### src/rtl/b64sd_pkg.sv
`default_nettype none
package b64sd_pkg;

	// Width of the per-message byte counter.
	localparam int COUNT_BITS = 16;
	// Width used when the counter is compared against the 16-bit capacity.
	localparam int CMP_W = (COUNT_BITS > 16) ? COUNT_BITS : 16;

	// Capacity register after reset.
	localparam logic [15:0] CAP_RESET = 16'd64;

	// Output queue geometry (depth is a power of two).
	localparam int FIFO_DEPTH = 4;
	localparam int PTR_W = $clog2(FIFO_DEPTH);
	localparam int FCNT_W = $clog2(FIFO_DEPTH + 1);

	// Status codes, also used as the held error.
	typedef enum logic [1:0] {
		ST_OK       = 2'd0,
		ST_INVALID  = 2'd1,
		ST_RESOURCE = 2'd2
	} status_t;

	// One decoded character.
	typedef struct packed {
		logic       valid;
		logic [5:0] value;
	} digit_t;

	// One result word as queued for the output channel.
	typedef struct packed {
		logic        is_status;
		logic [7:0]  data_byte;
		status_t     status_code;
		logic [15:0] byte_total;
		logic        out_last;
	} result_t;

endpackage
`default_nettype wire

### src/rtl/b64sd_digit.sv
`default_nettype none
module b64sd_digit (
	input  wire logic [7:0]        ch,
	output b64sd_pkg::digit_t      digit
);
	import b64sd_pkg::*;

	// Map the base64url alphabet onto six-bit digits; anything else is flagged.
	always_comb begin
		digit.valid = 1'b1;
		digit.value = 6'd0;
		if (ch >= 8'h41 && ch <= 8'h5A) begin
			digit.value = 6'(ch - 8'h41);
		end else if (ch >= 8'h61 && ch <= 8'h7A) begin
			digit.value = 6'(ch - 8'h61 + 8'd26);
		end else if (ch >= 8'h30 && ch <= 8'h39) begin
			digit.value = 6'(ch - 8'h30 + 8'd52);
		end else if (ch == 8'h2D) begin
			digit.value = 6'd62;
		end else if (ch == 8'h5F) begin
			digit.value = 6'd63;
		end else begin
			digit.valid = 1'b0;
		end
	end

endmodule
`default_nettype wire

### src/rtl/base64url_strict_decoder_top.sv
`default_nettype none
// Channel   Handshake              Payload
// input     in_valid / in_ready    in_char, in_last
// output    out_valid / out_ready  is_status, data_byte, status_code, byte_total, out_last
// config    cfg_wr_en              cfg_wr_data (output capacity)
//
// One character is accepted per cycle while in_ready is high; it passes through the input
// register and its results then enter a four-word output queue, so each word is registered
// twice on its way out. A final character that completes a byte queues two words, which the
// consumer takes one at a time. Input is held off only while the queue has fewer than two free
// places. Reset clears the message state and sets capacity to 64.
module base64url_strict_decoder_top (
	input  wire logic        clk,
	input  wire logic        arst_n,
	input  wire logic        in_valid,
	output logic             in_ready,
	input  wire logic [7:0]  in_char,
	input  wire logic        in_last,
	output logic             out_valid,
	input  wire logic        out_ready,
	output logic             is_status,
	output logic [7:0]       data_byte,
	output logic [1:0]       status_code,
	output logic [15:0]      byte_total,
	output logic             out_last,
	input  wire logic        cfg_wr_en,
	input  wire logic [15:0] cfg_wr_data
);
	import b64sd_pkg::*;

	logic                  valid_s1;
	logic [7:0]            char_s1;
	logic                  last_s1;
	logic [15:0]           cap_q;
	logic [11:0]           acc_q;
	logic [2:0]            pend_q;
	logic [COUNT_BITS-1:0] cnt_q;
	logic [1:0]            phase_q;
	status_t               err_q;
	result_t               fifo_q [FIFO_DEPTH];
	logic [PTR_W-1:0]      head_q;
	logic [PTR_W-1:0]      tail_q;
	logic [FCNT_W-1:0]     fcnt_q;
	digit_t                digit;
	logic                  fire;
	logic                  pop;
	logic [11:0]           acc_sh;
	logic [3:0]            pend_sum;
	logic [2:0]            pend_left;
	logic                  full_cap;
	logic                  emit;
	logic [7:0]            byte_val;
	logic [11:0]           acc_n;
	logic [2:0]            pend_n;
	logic [COUNT_BITS-1:0] cnt_n;
	status_t               err_n;
	status_t               code;
	result_t               res_data;
	result_t               res_stat;
	logic [1:0]            n_push;

	b64sd_digit u_digit (
		.ch    (char_s1),
		.digit (digit)
	);

	// Queue handshake; a character moves on only with room for two words.
	assign fire      = valid_s1 && (fcnt_q <= FCNT_W'(FIFO_DEPTH - 2));
	assign in_ready  = !valid_s1 || fire;
	assign out_valid = (fcnt_q != '0);
	assign pop       = out_valid && out_ready;

	// Input register.
	always_ff @(posedge clk or negedge arst_n) begin
		if (!arst_n) begin
			valid_s1 <= 1'b0;
		end else if (in_ready) begin
			valid_s1 <= in_valid;
		end
	end

	always_ff @(posedge clk) begin
		if (in_ready && in_valid) begin
			char_s1 <= in_char;
			last_s1 <= in_last;
		end
	end

	// Shift the new digit in and see whether a byte completes.
	always_comb begin
		acc_sh    = {acc_q[5:0], digit.value};
		pend_sum  = {1'b0, pend_q} + 4'd6;
		pend_left = 3'(pend_sum - 4'd8);
		full_cap  = (CMP_W'(cnt_q) >= CMP_W'(cap_q)) || (&cnt_q);
		byte_val  = 8'(acc_sh >> pend_left);
		emit      = 1'b0;
		acc_n     = acc_q;
		pend_n    = pend_q;
		cnt_n     = cnt_q;
		err_n     = err_q;
		if (err_q == ST_OK) begin
			if (!digit.valid) begin
				err_n = ST_INVALID;
			end else if (pend_sum >= 4'd8) begin
				pend_n = pend_left;
				if (full_cap) begin
					err_n = ST_RESOURCE;
					acc_n = acc_sh;
				end else begin
					emit  = 1'b1;
					cnt_n = cnt_q + 1'b1;
					acc_n = acc_sh & ((12'd1 << pend_left) - 12'd1);
				end
			end else begin
				pend_n = pend_sum[2:0];
				acc_n  = acc_sh;
			end
		end
	end

	// Closing status for the final character, the data word and the number of words to queue.
	always_comb begin
		if (phase_q == 2'd0) begin
			code = ST_INVALID;
		end else if (err_n != ST_OK) begin
			code = err_n;
		end else if (pend_n != 3'd0 && acc_n != 12'd0) begin
			code = ST_INVALID;
		end else begin
			code = ST_OK;
		end
		res_stat.is_status   = 1'b1;
		res_stat.data_byte   = 8'd0;
		res_stat.status_code = code;
		res_stat.byte_total  = (code == ST_OK) ? 16'(CMP_W'(cnt_n)) : 16'd0;
		res_stat.out_last    = 1'b1;
		res_data.is_status   = 1'b0;
		res_data.data_byte   = byte_val;
		res_data.status_code = ST_OK;
		res_data.byte_total  = 16'd0;
		res_data.out_last    = 1'b0;
		n_push = fire ? ({1'b0, emit} + {1'b0, last_s1}) : 2'd0;
	end

	// Message state and capacity register.
	always_ff @(posedge clk or negedge arst_n) begin
		if (!arst_n) begin
			cap_q   <= CAP_RESET;
			acc_q   <= '0;
			pend_q  <= '0;
			cnt_q   <= '0;
			phase_q <= '0;
			err_q   <= ST_OK;
		end else begin
			if (cfg_wr_en) begin
				cap_q <= cfg_wr_data;
			end
			if (fire) begin
				if (last_s1) begin
					acc_q   <= '0;
					pend_q  <= '0;
					cnt_q   <= '0;
					phase_q <= '0;
					err_q   <= ST_OK;
				end else begin
					acc_q   <= acc_n;
					pend_q  <= pend_n;
					cnt_q   <= cnt_n;
					phase_q <= phase_q + 2'd1;
					err_q   <= err_n;
				end
			end
		end
	end

	// Output queue storage: the data word goes first, the status after it.
	always_ff @(posedge clk) begin
		if (fire) begin
			if (emit) begin
				fifo_q[tail_q] <= res_data;
				if (last_s1) begin
					fifo_q[tail_q + PTR_W'(1)] <= res_stat;
				end
			end else if (last_s1) begin
				fifo_q[tail_q] <= res_stat;
			end
		end
	end

	// Output queue pointers and fill level.
	always_ff @(posedge clk or negedge arst_n) begin
		if (!arst_n) begin
			head_q <= '0;
			tail_q <= '0;
			fcnt_q <= '0;
		end else begin
			tail_q <= tail_q + PTR_W'(n_push);
			if (pop) begin
				head_q <= head_q + PTR_W'(1);
			end
			fcnt_q <= fcnt_q + FCNT_W'(n_push) - FCNT_W'(pop);
		end
	end

	assign is_status   = fifo_q[head_q].is_status;
	assign data_byte   = fifo_q[head_q].data_byte;
	assign status_code = fifo_q[head_q].status_code;
	assign byte_total  = fifo_q[head_q].byte_total;
	assign out_last    = fifo_q[head_q].out_last;

	// The queue never holds more words than it has places.
	assert property (@(posedge clk) disable iff (!arst_n)
		fcnt_q <= FCNT_W'(FIFO_DEPTH))
		else $error("output queue overfilled");

	// A final character leaves the message state cleared.
	assert property (@(posedge clk) disable iff (!arst_n)
		fire && last_s1 |=> (phase_q == 2'd0) && (cnt_q == '0) && (err_q == ST_OK))
		else $error("message state not cleared after status");

	// Every word shown marks the message end exactly when it is a status.
	assert property (@(posedge clk) disable iff (!arst_n)
		out_valid |-> (is_status == out_last))
		else $error("status and last flags disagree");

	// Input is held off only behind a waiting character.
	assert property (@(posedge clk) disable iff (!arst_n)
		!in_ready |-> valid_s1 && !fire)
		else $error("input stalled without cause");

endmodule
`default_nettype wire
### config.mk
export PLATFORM = sky130hd
export DESIGN_NAME = base64url_strict_decoder_top
export DESIGN_NICKNAME = d
export VERILOG_FILES = /design/src/rtl/b64sd_pkg.sv /design/src/rtl/b64sd_digit.sv /design/src/rtl/base64url_strict_decoder_top.sv
export SDC_FILE = /design/constraint.sdc
export NUM_CORES = 1
export LEC_CHECK = 0
export CAP_MARGIN = 25
export CORE_ASPECT_RATIO = 1.2
export CORE_MARGIN = 8
export CORE_UTILIZATION = 23
export CTS_BUF_LIST = sky130_fd_sc_hd__clkbuf_4 sky130_fd_sc_hd__clkbuf_8
export DETAILED_ROUTE_END_ITERATION = 16
export DONT_BUFFER_PORTS = 1
export MAX_ROUTING_LAYER = met4
export RECOVER_POWER = 100
export SLEW_MARGIN = 15
export SYNTH_ARGS = -nofsm -noshare
export SYNTH_HDL_FRONTEND = slang
export SYNTH_SLANG_ARGS = --single-unit
### constraint.sdc
create_clock -name clk -period 12.2 [get_ports clk]
set_input_delay 2.44 -clock clk [delete_from_list [all_inputs] [get_ports clk]]
set_output_delay 2.44 -clock clk [all_outputs]
set_load 0.01 [all_outputs]
# After elaboration in Yosys (flattened, before gate mapping)
# Memory sizes are Yosys's and may differ from the RTL's.
# Cells that the tools add are included.
# word_totals
ramBits	112
wordCells	112
n_memories	1
out_inout_bits	30
in_bits	30
register_bits	68
# memory_table
memory	depth	word_bits	read_ports	rd_ports_with_merged_regs	write_ports	line_no	text
fifo_q	4	28	1	0	2	base64url_strict_decoder_top.sv:40	result_t fifo_q [FIFO_DEPTH];
# classes
bitwise_logic	2
n_mux	50
add_sub_neg	16
n_shift	2
n_eq_ne	2
n_lt_le_gt_ge	9
reduce_logical	18
# op_table
op	n
16-bit 2-to-1 mux	6
12-bit 2-to-1 mux	5
6-bit 2-to-1 mux	5
28-bit 2-to-1 mux	1
1-bit 2-to-1 mux	20
2-bit 2-to-1 mux	9
16-bit by 1-bit adder with 16-bit output (second input constant)	1
16-bit >= comparator	1
8-bit by 7-bit >= comparator with 1-bit output (second input constant)	2
8-bit by 7-bit <= comparator with 1-bit output (second input constant)	2
16-bit AND reduction	1
12-bit bitwise AND	1
3-bit 2-to-1 mux	4
12-bit nonzero test	1
1-bit by 3-bit left shift with 12-bit output (first input constant)	1
12-bit by 3-bit right shift with 8-bit output	1
12-bit by 1-bit subtractor with 12-bit output (second input constant)	1
6-bit subtractor (second input constant)	2
8-bit by 6-bit equality test with 1-bit output (second input constant)	1
8-bit by 7-bit equality test with 1-bit output (second input constant)	1
8-bit by 6-bit >= comparator with 1-bit output (second input constant)	1
8-bit by 6-bit <= comparator with 1-bit output (second input constant)	1
1-bit logical AND	7
2-bit by 1-bit adder with 2-bit output (second input constant)	3
other kinds (17)	21

# Logic depth before layout (Yosys ltp)
# Gate-level depths: netlist of run 1.
# depth
depth_word	19
ltp_mapped	18
mapped_depth_nobuf	16

# By module
# A second synthesis of run 1 with hierarchy kept.
# hier_totals
hier_cells	872
area_unflattened_um2	9603.0
# modules_own_cells
module	area_per_inst_um2	n_inst	cells_per_inst	seq_area_each_um2
base64url_strict_decoder_top	9019.9	1	796	4605.7
b64sd_digit	583.1	1	76	0.0

# Least setup slack after synthesis of run 1
# OpenSTA, ideal clock, no wires.
# synth_path
kind	register to output
startpoint	register head_q[0]
endpoint	output port data_byte[0]
n_path_buf	2
arrival_ps	1965
path_stages_with_launch	4
slack_ps	7795
required_time_ps	9760
cell_sequence	dfrtp_1 -> clkbuf_1 -> buf_1 -> mux4_2
# synth_between
elab_chain_cells	1
# synth_rtl
item	line_no	text
start, declared	base64url_strict_decoder_top.sv:41	logic [PTR_W-1:0] head_q;
start signal, assigned	base64url_strict_decoder_top.sv:199	head_q <= head_q + PTR_W'(1);
memory read 4 x 28 bit	-	
end, declared	base64url_strict_decoder_top.sv:22	output logic [7:0] data_byte,
# Every way passes these cells.

==> flow_summary.ini, run 1 <==
[logic_synthesis]
syn_area_mm2 = 0.009833
synthAdderAreaFrac = 0.05421
synth_edf_count = 81
synth_cell_types = 80
synth_compound_area_frac = 0.1166
ys_seq_area_frac = 0.4684
synthFlopType = edfxtp_1
synth.avg_cell_area_um2 = 10.41
async_flop_share = 0.3314
muxShareOfSynthArea = 0.08487
synth_top_cell_area_share = 0.2474
synth_xor_area_frac = 0.02481
yosys.area.top_type = edfxtp_1
synth_top_family_by_area = simple AND/OR/NAND/NOR gates
synthCells = 945
synth_nets = 1017
synthTopCellsByArea = edfxtp_1 (25%), dfrtp_1 (15%), dfxtp_1 (7.3%)
synth_simple_gate_area_frac = 0.2041
synth-seq-cells = 175
yosys_warnings = 0

[sta]
relSlewSlack = -0.6834
period_share = 0.4825
setup_viol = 0
final.setup.tns_ps = 0
clock_skew_ps = 13.47
maxSlewViolCount = 30
fin_ws_ps = 6313
fin_crit_ps = 5887
hold_viol = 0
tightest_slew_ps = 2525
fmax_ghz = 0.1699
rsz0062_at_grt = no

[setup_path]
r2r_cells = 13
reg2reg_to = fifo_q[2][16]$_DFFE_PP_
crit_path_max_fanout = 15
startpoint_type = register
end_kind = register
cp_data_arrival_time_ps = 6210
path_class = register to register
rrSetupSlack_ps = 6310
critPathRequiredTime_ps = 12520
path_cells = inv_1, ha_1, nor2b_1, o21ai_0, nand3_1, a311oi_1, nand2_2, inv_1, ha_1, nand4b_1, a21oi_1, nand2_1, nor3_1
crit_path_top_delay_cell = a21oi_1
max_stage_delay_ps = 1300
r2r_start = char_s1[2]$_DFFE_PP_

[cts]
cts_setup_buffers = 0
cts_buffers = 17
worstSkewPairLatency_ps = 480
cts-root-buf = clkbuf_8
ctsResizeCount = 0
cts_tree = yes
clock_sinks = 175
cts.path.max_buffers = 2
path_clk_slew_ps = 90
cts_hold_buf = 0
h-tree-depth = 4

[global_route]
grt_use_total = 0.1027
grt_overflow_total = 0
grt_antenna_before_repair = 2
grt_pass1_vias = 6836
grt_max_degree = 67
grt_pass1_wl_mm = 39.30

[floorplan]
die_h_um = 242.5
die-width_um = 204.8
start_util = 0.2315
die_area_mm2 = 0.04965
core_region_area_mm2 = 0.04247
rows = 83
io_pins = 60

[place]
pre_cts_slack_ps = 7277
gp_congestion = 0.9142
io_buffers = 0
hpwl_mm = 17.60
dpl_cell_area_mm2 = 0.01029

[drt]
via_count = 6957
drt-total-wl_mm = 24.77
drtIter0Drc = 403
antenna_left = 0
viasPerCell = 4.713
wl_per_cell_um = 16.78
drt_first_pass_iters = 7
drc = 0

[final_layout]
multi_input_area_mm2 = 0.004558
drive_above_1_share = 0.1052
seq_area_mm2 = 0.004607
fin_nets = 981
final_util = 0.2477
fillers = 4448
syn2layout_area_growth_pct = 6.973
design_area_mm2 = 0.01052

[power]
ir_drop_mv = 0.1292
leakagePower_uw = 0.003753
power_uw = 2353
pwr_density_cell_mw_per_mm2 = 223.7

[worst_hold_path]
hold_start = fifo_q[2][0]$_SDFFE_PP1P_
hold_path_depth = 1
min_path_type = register to register
min_to = fifo_q[2][0]$_SDFFE_PP1P_

[status]
violations = capacitance limit, slew limit
status = complete, but fails checks

[flow_run]
max-cap-violations = 1
-- synthesized netlist by cell type, types with 4 or more instances --
| master | n |
|---|---|
| xor2_1 | 7 |
| buf_2 | 19 |
| ha_1 | 41 |
| clkbuf_1 | 32 |
| and3_1 | 4 |
| nor2b_1 | 9 |
| and2_1 | 6 |
| buf_6 | 5 |
| o21ai_0 | 63 |
| nand3_1 | 45 |
| a22oi_1 | 10 |
| o21ai_1 | 27 |
| dfrtp_1 | 57 |
| nand2b_1 | 6 |
| edfxtp_1 | 81 |
| nor2_1 | 37 |
| buf_1 | 5 |
| a31oi_1 | 6 |
| nand4_1 | 9 |
| a21oi_1 | 33 |
| nor3_2 | 40 |
| nand2_1 | 138 |
| nor4_1 | 6 |
| nor3b_1 | 5 |
| o22ai_1 | 7 |
| inv_1 | 35 |
| mux4_2 | 29 |
| xnor2_1 | 19 |
| dfxtp_1 | 36 |
| a211oi_1 | 4 |
| mux2i_1 | 17 |
| a21o_1 | 5 |
| or3_1 | 6 |
| nor3_1 | 29 |
-- power by group --
group	switching [µW]	leakage [µW]	internal, µW
logic	668	0.00175	345
registers	114	0.00177	762
clock network	222	0.000234	242
total	1000	0.00375	1350
-- how the worst max path moves through the flow --
| stage | slack (ps) | cells after the start | to | from |
|---|---|---|---|---|
| after floorplan | 7790 | 3 | data_byte[0] | head_q[0]$_DFFE_PN0P_ |
| after global placement | 7280 | 10 | fifo_q[3][7]$_DFFE_PP_ | char_s1[2]$_DFFE_PP_ |
| after detailed placement | 7280 | 15 | fifo_q[1][11]$_DFFE_PP_ | char_s1[2]$_DFFE_PP_ |
| after CTS | 7250 | 15 | fifo_q[1][11]$_DFFE_PP_ | char_s1[2]$_DFFE_PP_ |
| after global routing | 5760 | 15 | fifo_q[0][6]$_DFFE_PP_ | char_s1[2]$_DFFE_PP_ |
| final | 6310 | 13 | fifo_q[2][16]$_DFFE_PP_ | char_s1[2]$_DFFE_PP_ |
-- sequential cells by signal, summed over array words and instances, names as in the netlist --
signal / flops
acc_q: 12
cap_q: 16
char_s1: 8
cnt_q: 16
err_q: 2
fcnt_q: 3
fifo_q: 108
head_q: 2
last_s1: 1
pend_q: 2
phase_q: 2
tail_q: 2
valid_s1: 1
-- layout make-up --
cell class | count | share of cell area
Antenna cell | 2 | 0.0004758
Clock buffer | 21 | 0.02629
Clock inverter | 11 | 0.01677
Inverter | 38 | 0.01380
Multi-Input combinational cell | 667 | 0.4333
Sequential cell | 175 | 0.4380
Tap cell | 552 | 0.06566
Timing Repair Buffer | 10 | 0.005710
-- cells in the final DEF (no fill, tap or decap), types with 5 or more instances in the layout --
master    count
nand2_1     138
o21ai_0      90
edfxtp_1     81
nor3_1       61
dfrtp_1      56
nand3_1      45
ha_1         41
nor2_1       37
inv_1        36
dfxtp_1      36
a21oi_1      34
mux4_2       29
xnor2_1      19
clkbuf_8     19
mux2i_1      17
a22oi_1      10
nor2b_1       9
nand4_1       9
xor2_1        8
nor3_2        8
nor4_1        7
o22ai_1       7
nand2b_1      6
a31oi_1       6
or3_1         6
nor3b_1       6
buf_4         6
and2_0        5
a21o_1        5
-- per-stage QoR --
step                      cells  hold WS (ps)
after CTS                  1474         459.7
after global routing       1476         481.5
after floorplan             945         418.7
final                      1476         455.3
after global placement     1441         431.4
after detailed placement   1442         439.8
-- layer usage --
| layer | part of all wire | global-route usage | up-vias |
|---|---|---|---|
| li1 | - | - | 3367 |
| met1 | 0.43 | 0.1200 | 3392 |
| met2 | 0.53 | 0.1787 | 169 |
| met3 | 0.029 | 0.01431 | 29 |
| met4 | 0.016 | 0.03244 | 0 |
| met5 | 0 | - | - |
-- kinds of logic after synthesis --
kind of cell,Yosys count
adders and majority gates,42
AOI/OAI and AO/OA,185
and+or+nand+nor,366
xor gates and xnor gates,27
DFF,175
buffers and inverters,103
muxes,47
-- critical path, delay by kind of cell (launching register included) --
family / cells / cell delay, ps
compound gates: 3 / 2690
fa+ha+maj: 2 / 540
buf+inv: 2 / 440
flops: 1 / 530
simple gates: 6 / 1530
Note: power is estimated with default switching activity, not from simulation.
==> run 2, diff against run 1 <==
- clock period: 12.2 -> 5.5 ns (I/O delays scaled with it)
==> flow_summary.ini, run 2 (synthesis gave the netlist of run 1 again) <==
[power]
power_frac_comb = 0.437
p_int_uw = 2903
leakagePower_uw = 0.003784
ir_drop_mv = 0.2305
p_clk_frac = 0.180
switching_share = 0.4331
pwr-share-seq = 0.384
power.switching_uw = 2218
pwr_density_cell_mw_per_mm2 = 485.3

[cts]
cts_hold_buf = 0
h-tree-depth = 4
worstSkewPairLatency_ps = 480
path_clk_slew_ps = 100
cts_setup_buffers = 0
clock_sinks = 175
cts-root-buf = clkbuf_8
cts_tree = yes
ctsResizeCount = 0
cts_buffers = 17
cts.path.max_buffers = 2

[sta]
fmax_ghz = 0.2061
maxSlewViolCount = 20
period_share = 0.8822
clock_skew_ps = 14.50
fin_hold_ws_ps = 303.9
tightest_slew_ps = 1673
hold_viol = 0
relSlewSlack = -0.1155
rsz0062_at_grt = no
final.setup.tns_ps = 0
fin_crit_ps = 4852
setup_viol = 0

[floorplan]
io_pins = 60
die-width_um = 204.8
start_util = 0.2315
die_area_mm2 = 0.04965
die_h_um = 242.5
rows = 83
core_region_area_mm2 = 0.04247

[final_layout]
largest_register_ffs = 108
top_register = fifo_q
drive_above_1_share = 0.1160
fillers = 4459
layout_commonest_cell = nand2_1
syn2layout_area_growth_pct = 7.316
layout_common_cells = nand2_1 (139), o21ai_0 (87), edfxtp_1 (81)
fin_nets = 990
multi_input_area_mm2 = 0.004576
top_regs = fifo_q: 108 flops, cap_q: 16 flops, cnt_q: 16 flops
seq_area_mm2 = 0.004606

[drt]
drc = 0
drt_first_pass_iters = 5
drt-total-wl_mm = 24.29
wl_per_cell_um = 16.36
via_count = 6951
drtIter0Drc = 372
viasPerCell = 4.681
antenna_left = 0

[setup_path]
path_class = register to register
path_cells = inv_1, ha_1, a21oi_1, a2111oi_0, or3_1, a311oi_4, buf_4, nand2_1, inv_1, ha_1, nand4_1, o31ai_1, nor2b_1, buf_4, nand2_1, nor3_1
cp_data_arrival_time_ps = 5170
critPathRequiredTime_ps = 5820
cp_top_family = simple AND/OR/NAND/NOR gates
crit_path_max_fanout = 15
end_kind = register
max_stage_delay_ps = 540
startpoint_type = register
crit_path_top_delay_cell = edfxtp_1
crit_buf_inv = 4

[global_route]
grt_antenna_before_repair = 2
grt_max_degree = 59
grt_pass1_wl_mm = 38.63
grt_pass1_vias = 6870
grt_use_total = 0.1011
grt_overflow_total = 0

[status]
violations = capacitance limit, slew limit
status = complete, but fails checks

[place]
io_buffers = 0
hpwl_mm = 17.64
gp_congestion = 0.8803

[worst_hold_path]
min_path_type = input pin to async pin

[flow_run]
max-cap-violations = 1
run 2: cell count changes in the layout (fill, tap and decap cells not counted), moves of 3 or more:
cell      change
clkbuf_2      +5
buf_4         +4
nor4_2        -3
o21ai_0       -3
run 2: per-layer routing:
layer | part of all wire | wire length (µm) | vias to the layer above | GRT usage
li1 | - | - | 3381 | -
met1 | 0.43 | 10470 | 3368 | 0.1181
met2 | 0.51 | 12480 | 175 | 0.1738
met3 | 0.037 | 894 | 27 | 0.01565
met4 | 0.018 | 444 | 0 | 0.03456
met5 | 0 | 0 | - | -
run 2: area by class of cell:
class                      instances  share of cell area
antenna                            2           0.0004743
clock buffer                      18             0.02348
clock inverter                    14             0.01435
inverter                          38             0.01375
multi-input combinational        667              0.4336
sequential                       175              0.4364
tap                              552             0.06545
timing repair buffer              19             0.01245
run 2: final timing paths:
| check | from | endpoint | slack (ps) | cells after the start |
|---|---|---|---|---|
| max | char_s1[2]$_DFFE_PP_ | fifo_q[0][9]$_DFFE_PP_ | 650 | 16 |
| min | arst_n | cap_q[5]$_DFFE_PN0P_ | 300 | 0 |
| max reg2reg | char_s1[2]$_DFFE_PP_ | fifo_q[0][9]$_DFFE_PP_ | 650 | 16 |
| min reg2reg | fifo_q[3][0]$_SDFFE_PP1P_ | fifo_q[3][0]$_SDFFE_PP1P_ | 450 | 2 |
| max in group asynchronous | arst_n | cap_q[6]$_DFFE_PN1P_ | 5020 | 0 |
| min in group clk | fifo_q[3][0]$_SDFFE_PP1P_ | fifo_q[3][0]$_SDFFE_PP1P_ | 450 | 2 |
run 2: power by group through the flow:
stage	Combinational, µW	Clock [µW]	Sequential [µW]
after floorplan	1960	0	1850
after detailed placement	2390	0	2000
after CTS	2400	948	1970
after global placement	2340	0	1980
after global routing	2490	995	2020
final	2240	920	1970
run 2: stage by stage:
stage / cell area [µm²] / util / std cells / setup WS [ps] / total power (µW)
after global routing: 10550 / 0.2484 / 1485 / 267.2 / 5505
after global placement: 10370 / 0.2441 / 1451 / 1077 / 4323
final: 10550 / 0.2484 / 1485 / 647.6 / 5122
after detailed placement: 10370 / 0.2441 / 1451 / 941.0 / 4384
after CTS: 10770 / 0.2535 / 1483 / 920.6 / 5311
after floorplan: 9833 / - / 945 / 1655 / 3806
==> run 3, diff against run 2 <==
==> constraint.sdc (replaced) <==
create_clock -name clk -period 4.5 [get_ports clk]
set_input_delay 0.9 -clock clk [delete_from_list [all_inputs] [get_ports clk]]
set_output_delay 0.9 -clock clk [all_outputs]
set_load 0.005 [all_outputs]
==> flow_summary.ini, run 3 (synthesis gave the netlist of run 1 again) <==
[status]
status = complete, but fails checks
violations = capacitance limit, slew limit

[drt]
wl_per_cell_um = 16.44
drt-total-wl_mm = 24.66
drtIter0Drc = 390
viasPerCell = 4.644
drc = 0
via_count = 6966
antenna_left = 0
drt_first_pass_iters = 5

[global_route]
grt_max_degree = 59
grt_overflow_total = 0
grt_pass1_vias = 6960
grt.met3_usage = 0.01619
grt_antenna_before_repair = 2
grtUsageMet2 = 0.1777
grt_use_total = 0.1030
top_usage_layer = met2
met1_usage = 0.1215
grt_pass1_wl_mm = 39.39

[power]
pwr_density_cell_mw_per_mm2 = 587.3
leakagePower_uw = 0.003835
ir_drop_mv = 0.2040

[final_layout]
top_regs = fifo_q: 108 flops, cap_q: 16 flops, cnt_q: 16 flops
largest_register_ffs = 108
drive_above_1_share = 0.1258
layout_common_cells = nand2_1 (138), o21ai_0 (85), edfxtp_1 (81)
fillers = 4472
fin_nets = 1005
seq_area_mm2 = 0.004607
layout_commonest_cell = nand2_1
top_register = fifo_q
multi_input_area_mm2 = 0.004602
syn2layout_area_growth_pct = 8.538

[floorplan]
io_pins = 60
start_util = 0.2315
core_region_area_mm2 = 0.04247
die-width_um = 204.8
die_h_um = 242.5
rows = 83
die_area_mm2 = 0.04965

[sta]
rsz0062_at_grt = no
final.setup.tns_ps = 0
clock_skew_ps = 17.41
period_share = 0.9311
relSlewSlack = -0.1988
fin_hold_ws_ps = 103.3
hold_viol = 0
fmax_ghz = 0.2387
maxSlewViolCount = 28
setup_viol = 0
fin_crit_ps = 4190
tightest_slew_ps = 1798
fin_ws_ps = 310.0

[cts]
cts-root-buf = clkbuf_8
path_clk_slew_ps = 90
cts_setup_buffers = 0
cts_hold_buf = 0
cts_buffers = 17
cts_tree = yes
cts.path.max_buffers = 2
ctsResizeCount = 0
clock_sinks = 175
h-tree-depth = 4
worstSkewPairLatency_ps = 490

[setup_path]
r2r_cells = 13
cp_data_arrival_time_ps = 4350
path_class = register to register
critPathRequiredTime_ps = 4660
crit_path_max_fanout = 18
end_kind = register
startpoint_type = register

[worst_hold_path]
min_path_type = input pin to async pin

[place]
pre_cts_slack_ps = 410.6
hpwl_mm = 17.79
gp_congestion = 0.9302
io_buffers = 0

[flow_run]
max-cap-violations = 1
==> run 3: final timing paths <==
| path | slack [ps] | end | start |
|---|---|---|---|
| worst max-delay path | 310 | fifo_q[1][1]$_DFFE_PP_ | char_s1[2]$_DFFE_PP_ |
| max in group asynchronous | 4220 | cap_q[6]$_DFFE_PN1P_ | arst_n |
| worst max register to register | 310 | fifo_q[1][1]$_DFFE_PP_ | char_s1[2]$_DFFE_PP_ |
| min in group clk | 450 | fifo_q[3][0]$_SDFFE_PP1P_ | fifo_q[3][0]$_SDFFE_PP1P_ |
| worst min register to register | 450 | fifo_q[3][0]$_SDFFE_PP1P_ | fifo_q[3][0]$_SDFFE_PP1P_ |
| worst min-delay path | 100 | cnt_q[6]$_DFFE_PN0P_ | arst_n |
==> run 3: stage by stage <==
stage	cells	total power (µW)	utilization	area, µm²
after floorplan	945	4579	-	9833
after global placement	1465	5307	0.2469	10490
after detailed placement	1466	5393	0.2474	10510
after CTS	1498	6479	0.2562	10880
after global routing	1500	6734	0.2513	10670
final	1500	6269	0.2513	10670
==> run 3: power by group <==
group / leakage [µW] / internal (µW) / switching (µW) / total (µW)
registers: 0.00177 / 2060 / 322 / 2390
clock network: 0.000194 / 460 / 618 / 1080
logic: 0.00187 / 1050 / 1760 / 2810
==> run 3: metal layers <==
metal | part of all wire | up-vias | wire, µm
met2 | 0.51 | 135 | 12650
met5 | 0 | - | 0
met3 | 0.030 | 22 | 729
li1 | - | 3412 | -
met1 | 0.44 | 3397 | 10940
met4 | 0.014 | 0 | 350
==> run 3: area by class of cell <==
cell class | instances | share of cell area
antenna | 2 | 0.0004689
clock buffer | 18 | 0.02321
clock inverter | 14 | 0.01208
inverter | 38 | 0.01360
multi-input combinational | 667 | 0.4312
sequential | 175 | 0.4317
tap | 552 | 0.06471
timing repair buffer | 34 | 0.02309
==> run 3: critical path: stages (launching register included) <==
cell and delay, ps:
edfxtp_1 530, inv_1 160, ha_1 280, a21oi_1 390
a2111oi_4 90, or3_4 390, a311oi_4 320, nand2_2 160
inv_2 170, ha_1 230, nand2_1 150, or3_1 560
nand2_1 110, clkbuf_4 330
